`src/rtl/assert_macros.svh`:
```
// ----------------------------------------------------------------------
// Assertion macros
// Concurrent assertion wrappers, empty when SYNTHESIS is defined.
// ----------------------------------------------------------------------
`ifndef ASSERT_MACROS_SVH
`define ASSERT_MACROS_SVH

`ifndef SYNTHESIS
`define BMF_ASSERT(name, clk, rst, prop) \
   name: assert property (@(posedge clk) disable iff (rst) prop) \
      else $error("%m: assertion failed");
`define BMF_ASSERT_ALWAYS(name, clk, prop) \
   name: assert property (@(posedge clk) prop) \
      else $error("%m: assertion failed");
`else
`define BMF_ASSERT(name, clk, rst, prop)
`define BMF_ASSERT_ALWAYS(name, clk, prop)
`endif

`endif

```
`src/rtl/bmf_pkg.sv`:
```
// ----------------------------------------------------------------------
// Box mean filter package
// Shared constants, register indexes and controller/datapath structs.
// ----------------------------------------------------------------------
`default_nettype none

package bmf_pkg;

   localparam int SAMPLE_W   = 16;
   localparam int MAX_HEIGHT = 1024;
   localparam int HEIGHT_W   = 11;
   localparam int CSR_DATA_W = 11;
   localparam int CSR_IDX_W  = 2;
   localparam int ROW_OUT_W  = 10;
   localparam int COL_OUT_W  = 10;

   localparam logic [CSR_IDX_W-1:0] CSR_FRAME_WIDTH  = 2'd0;
   localparam logic [CSR_IDX_W-1:0] CSR_FRAME_HEIGHT = 2'd1;
   localparam logic [CSR_IDX_W-1:0] CSR_RADIUS       = 2'd2;

   localparam logic [CSR_DATA_W-1:0] FRAME_WIDTH_RST  = 11'd1024;
   localparam logic [CSR_DATA_W-1:0] FRAME_HEIGHT_RST = 11'd1024;
   localparam logic [2:0]            RADIUS_RST       = 3'd4;

   typedef struct packed {
      logic accept;
      logic setup;
      logic scan;
      logic div_start;
      logic load_out;
   } cmd_type;

   typedef struct packed {
      logic emit;
      logic scan_last;
      logic div_done;
      logic out_free;
   } status_type;

endpackage

`default_nettype wire

```
`src/rtl/bmf_ctrl.sv`:
```
// ----------------------------------------------------------------------
// Box mean filter controller
// Sequences accept, window setup, window scan, divide and result load.
// ----------------------------------------------------------------------
`default_nettype none
`include "assert_macros.svh"

module bmf_ctrl (
   input  wire logic                clock,
   input  wire logic                reset,
   input  wire logic                req_valid,
   output logic                     req_stall,
   input  wire bmf_pkg::status_type status,
   output bmf_pkg::cmd_type         cmd
);

   typedef enum logic [2:0] {
      ST_IDLE,
      ST_SETUP,
      ST_SCAN,
      ST_DRAIN,
      ST_DIV_LOAD,
      ST_DIV_RUN,
      ST_RESULT
   } state_type;

   state_type state_ff, state_in;
   logic      stall_ff, stall_in;

   always_comb begin
      state_in      = state_ff;
      cmd           = '0;
      case (state_ff)
         ST_IDLE: begin
            if (req_valid && !stall_ff) begin
               cmd.accept = 1'b1;
               state_in   = ST_SETUP;
            end
         end
         ST_SETUP: begin
            cmd.setup = 1'b1;
            state_in  = status.emit ? ST_SCAN : ST_IDLE;
         end
         ST_SCAN: begin
            cmd.scan = 1'b1;
            if (status.scan_last) begin
               state_in = ST_DRAIN;
            end
         end
         ST_DRAIN: begin
            state_in = ST_DIV_LOAD;
         end
         ST_DIV_LOAD: begin
            cmd.div_start = 1'b1;
            state_in      = ST_DIV_RUN;
         end
         ST_DIV_RUN: begin
            if (status.div_done) begin
               state_in = ST_RESULT;
            end
         end
         ST_RESULT: begin
            if (status.out_free) begin
               cmd.load_out = 1'b1;
               state_in     = ST_IDLE;
            end
         end
         default: begin
            state_in = ST_IDLE;
         end
      endcase
      stall_in = (state_in != ST_IDLE);
   end

   always_ff @(posedge clock) begin
      if (reset) begin
         state_ff <= ST_IDLE;
         stall_ff <= 1'b1;
      end else begin
         state_ff <= state_in;
         stall_ff <= stall_in;
      end
   end

   assign req_stall = stall_ff;

   `BMF_ASSERT(a_div_done_when_waiting, clock, reset, status.div_done |-> state_ff == ST_DIV_RUN)

endmodule

`default_nettype wire

```
`config.mk`:
```
export PLATFORM = sky130hd
export DESIGN_NAME = bmf_ctrl
export DESIGN_NICKNAME = d
export VERILOG_FILES = /design/src/rtl/bmf_pkg.sv /design/src/rtl/bmf_ctrl.sv
export VERILOG_INCLUDE_DIRS = /design/src /design/src/rtl
export SDC_FILE = /design/constraint.sdc
export NUM_CORES = 1
export LEC_CHECK = 0
export ABC_CLOCK_PERIOD_IN_PS = 1660
export BUFFER_PORTS_ARGS = -buffer_cell sky130_fd_sc_hd__buf_2
export CORE_AREA = 8 8 45 47
export DETAILED_ROUTE_END_ITERATION = 10
export DIE_AREA = 0 0 53 55
export SLEW_MARGIN = 0
export SYNTH_ARGS = -nofsm -noshare
export SYNTH_HDL_FRONTEND = slang
export SYNTH_SLANG_ARGS = --single-unit
```
`constraint.sdc`:
```
create_clock -name clock -period 1.66 [get_ports clock]
set_input_delay 0.332 -clock clock [delete_from_list [all_inputs] [get_ports clock]]
set_output_delay 0.332 -clock clock [all_outputs]
set_load 0.005 [all_outputs]
```
Word-level counts from Yosys, hierarchy flattened
Cells that the tools add are included.
- bits in registers: 4
- bits of input ports: 7
- output and inout port bits: 6
- word-level logic and storage cells: 25
- reduce and logical (&&, ||, !) cells: 4
- equal/unequal tests: 6
- muxes and demuxes: 13
- operators with widths (cell ; number):
    one-hot mux 3 bit (7 select lines) ; 1
    two-way mux 3 bit ; 4
    equality test 3 bit (second input constant) ; 3
    two-way mux 1 bit ; 7
    equality test 3 x 2 -> 1 bit (second input constant) ; 2
    equality test 3 x 1 -> 1 bit (second input constant) ; 1
    logical NOT 3 bit ; 1
    nonzero test 3 bit ; 1
    two-way mux 2 bit ; 1
    logical AND 1 bit ; 1
    logical NOT 1 bit ; 1

Depth between registers and ports, before layout
- depth in word-level cells: 5
- gate-level depth with buffers: 4
- depth with buffers taken out: 3

Worst setup path after synthesis
No wires, ideal clock.
- kind: flip-flop to output port
- start: register state_ff[0]
- end: output port cmd[4] (netlist name)
- path slack: 443 ps
- cell stages (with the launch flop): 4
- required time: 1328 ps
- arrival time: 885 ps
- buffers on the path: 1
- cell sequence: dfxtp_1 buf_6 nor4b_2 and2b_2
- RTL lines (element ; line ; source):
    from (decl) ; bmf_ctrl.sv:27 ; state_type state_ff, state_in;
    from (signal assigned) ; bmf_ctrl.sv:80 ; state_ff <= state_in;
    to (decl) ; bmf_ctrl.sv:14 ; output bmf_pkg::cmd_type cmd

==> metrics.md <==
| Metric | Value |
|---|---|
| Reg clk slew, reported paths | 40 ps |
| Reg-to-Reg End | req_stall$_SDFF_PP1_ |
| Via count | 262 |
| Fraction of layout cells with a size suffix above 1 | 53.7% |
| H-tree depth | 1 |
| CTS Sinks | 4 |
| Final core utilization | 26.3% |
| Drt total wl | 644 um |
| P_leak | 0.159 nW |
| PortBufs | 12 |
| R2R setup slack | 380 ps |
| Crit path from | state_ff[1]$_SDFF_PP0_ |
| Total CTS buffers | 3 |
| CP arrival | 1220 ps |
| Grt total ovfl | 0 |
| # setup viols final | 0 |
| Fmax | 0.646 GHz |
| Synthesized area per cell | 10.2 sq um |
| Gpl congestion | 0.662 |
| FP Rows | 14 |
| Largest family of logic cells by synthesized area | simple AND/OR/NAND/NOR gates |
| Antenna Nets Post-Route | 0 |
| Post-Syn Area | 295 sq um |
| FF+latch count, synth | 4 |
| Cells after synthesis | 29 |
| Critical path class | reg -> out |
| Worst clock skew | 0.957 ps |
| Core area | 1380 sq um |
| Met3 Use GR | 2.14% |
| Total Power | 316 uW |
| Hpwl dp | 508 um |
| CP Launch Type | register |
| Slowest stage delay, CP | 490 ps |
| Reg2Reg Depth | 3 |
| Postcts setup bufs | 0 |
| Status | finished, final reports clean |
| RSZ-0062 raised after global routing | no |
| Pre-CTS WS | 315 ps |
| Slew @ Worst Pin | 385 ps |
| GRT Overall Usage | 4.97% |
| Distinct cells, synth | 19 |
| Vias in the first global route | 240 |
| Post-synthesis mux area share | 0% |
| Most common cell after layout, fill and taps aside | buf_2 |
| Die area | 2920 sq um |
| Clock buffer depth | 2 |
| Final net count | 50 |
| Simple-gate share of the synthesized area | 53.8% |
| DRT iter0 DRCs | 3 |
| Worst min-delay path class | in -> reg |
| TritonCTS clock tree | built |
| Post-synth top flop | dfxtp_1 |
| Setup WS post-layout | 111 ps |
| Chip Height | 55 um |
| Rel. slew slack | 74.3% |
| Gr busiest metal | met2 |
| ANT cells | 0 |
| Crit. End Element | output pin |
| Required time worst endpoint | 1330 ps |
| Reg area | 80.1 sq um |
| P&R area growth vs syn | 23.3% |
| Multi-input logic area | 178 sq um |
| Setup TNS Final | 0 ps |
| WL/cell | 11.3 um |
| Post-synthesis compound-gate area fraction | 6.36% |
| First-pass GRT wire length | 1010 um |
| Vias per cell | 4.60 |
| Crit-path cells | nor3b_2 > buf_2 |
| Worst flop-to-flop path startpoint | state_ff[1]$_SDFF_PP0_ |
| Max cap viols | 0 |
| DR pass1 iterations | 2 |
| Most frequent cells in the layout | buf_2 (12), dfxtp_1 (4), nor3b_1 (3), nor2_1 (3), clkbuf_4 (3) |
| Placed cells | 54 |
| Fillers | 171 |
| Crit Path Max Fanout | 11 |
| Worst-Skew Late Latency | 230 ps |
| Final Non-Filler Cells | 57 |
| Final hold vios | 0 |
| Max VDD drop | 0.153 mV |
| Min Tclk post-route | 1550 ps |
| Crit-path slowest cell | dfxtp_1 |
| Syn nets | 36 |
| Adder-Cell Fraction of Synth Area | 0% |
| DR DRC count | 0 |
| Ys async rst share | 0% |
| Largest net degree at the start of global routing | 13 |
| CP endpoint | cmd[2] |
| Initial Util | 21.3% |
| GR Util met2 | 7.62% |
| Number of top-level pins | 13 |
| EDFF count, synth | 0 |
| Post-synthesis sequential area ratio | 27.1% |
| Synth warn | 0 |
| Antenna violations before repair | 0 |
| Cts hold-fix bufs | 0 |
| Fin. max-slew vios | 0 |
| Final worst path period share | 93.3% |
| Post-Synth XOR/XNOR Area | 0% |
| CTS root buf | clkbuf_4 |
| Met1 Use GR | 4.40% |
| PD cells | 868 nW/um^2 |
| DIE WIDTH | 53 um |
==> critical path: cells and delay by family (launching register included) <==
family | cells | cell delay [ps]
buffers and inverters | 1 | 170
and+or+nand+nor | 1 | 320
DFF | 1 | 490
==> registers in the layout, summed over array words and instances (netlist names) <==
| name | count |
|---|---|
| state_ff | 3 |
| req_stall | 1 |
==> power by group <==
part           switching [mW]  internal [mW]  total [mW]
Sequential             0.0190          0.108       0.127
Combinational          0.0280         0.0417      0.0697
Clock                  0.0389         0.0808       0.120
==> synth_stat cells (2+ instances only) <==
cell type	number	area, sq um
nand2_1	2	7.51
nor3b_1	3	22.5
nor2_1	3	11.3
buf_6	3	33.8
dfxtp_1	4	80.1
==> worst min path at each step <==
stage,startpoint,depth (start not counted),to
5_1_grt,reset,2,state_ff[0]$_SDFF_PP0_
4_1_cts,reset,2,state_ff[0]$_SDFF_PP0_
3_3_place_gp,reset,2,state_ff[1]$_SDFF_PP0_
6_report,reset,2,state_ff[0]$_SDFF_PP0_
3_5_place_dp,reset,2,state_ff[0]$_SDFF_PP0_
2_1_floorplan,reset,1,state_ff[0]$_SDFF_PP0_
==> final cells by class <==
class	count	area share, %
flip-flops and latches	4	22.0
inverters	1	1.03
clock buffers	3	6.19
well taps	16	5.50
repair buffers	12	16.5
multi-input cells	21	48.8
==> metal layers <==
metal | routed length (um) | vias up | share of wire, %
met4 | 19 | 0 | 3.0
met3 | 47 | 2 | 7.3
met5 | 0 | - | 0
li1 | - | 132 | -
met2 | 323 | 7 | 50
met1 | 255 | 121 | 40
==> stage by stage <==
| stage | hold WS, ps | area [sq um] |
|---|---|---|
| finish | 299 | 364 |
| global route | 290 | 364 |
| CTS | 292 | 364 |
| detailed placement | 541 | 342 |
| global placement | 534 | 342 |
| floorplan | 404 | 295 |
==> kinds of logic (layout without fill, tap and decap cells) <==
logic type,after synthesis,count (layout)
simple gates,18,18
compound gates,3,3
buf+inv,4,16
flops,4,4
==> repair_timing <==
item                                    in CTS  in global routing
hold endpoints to repair                     0                  0
resized for setup                            0                  0
endpoints found under the setup margin       0                  1
Note: power is estimated with default switching activity, not from simulation.
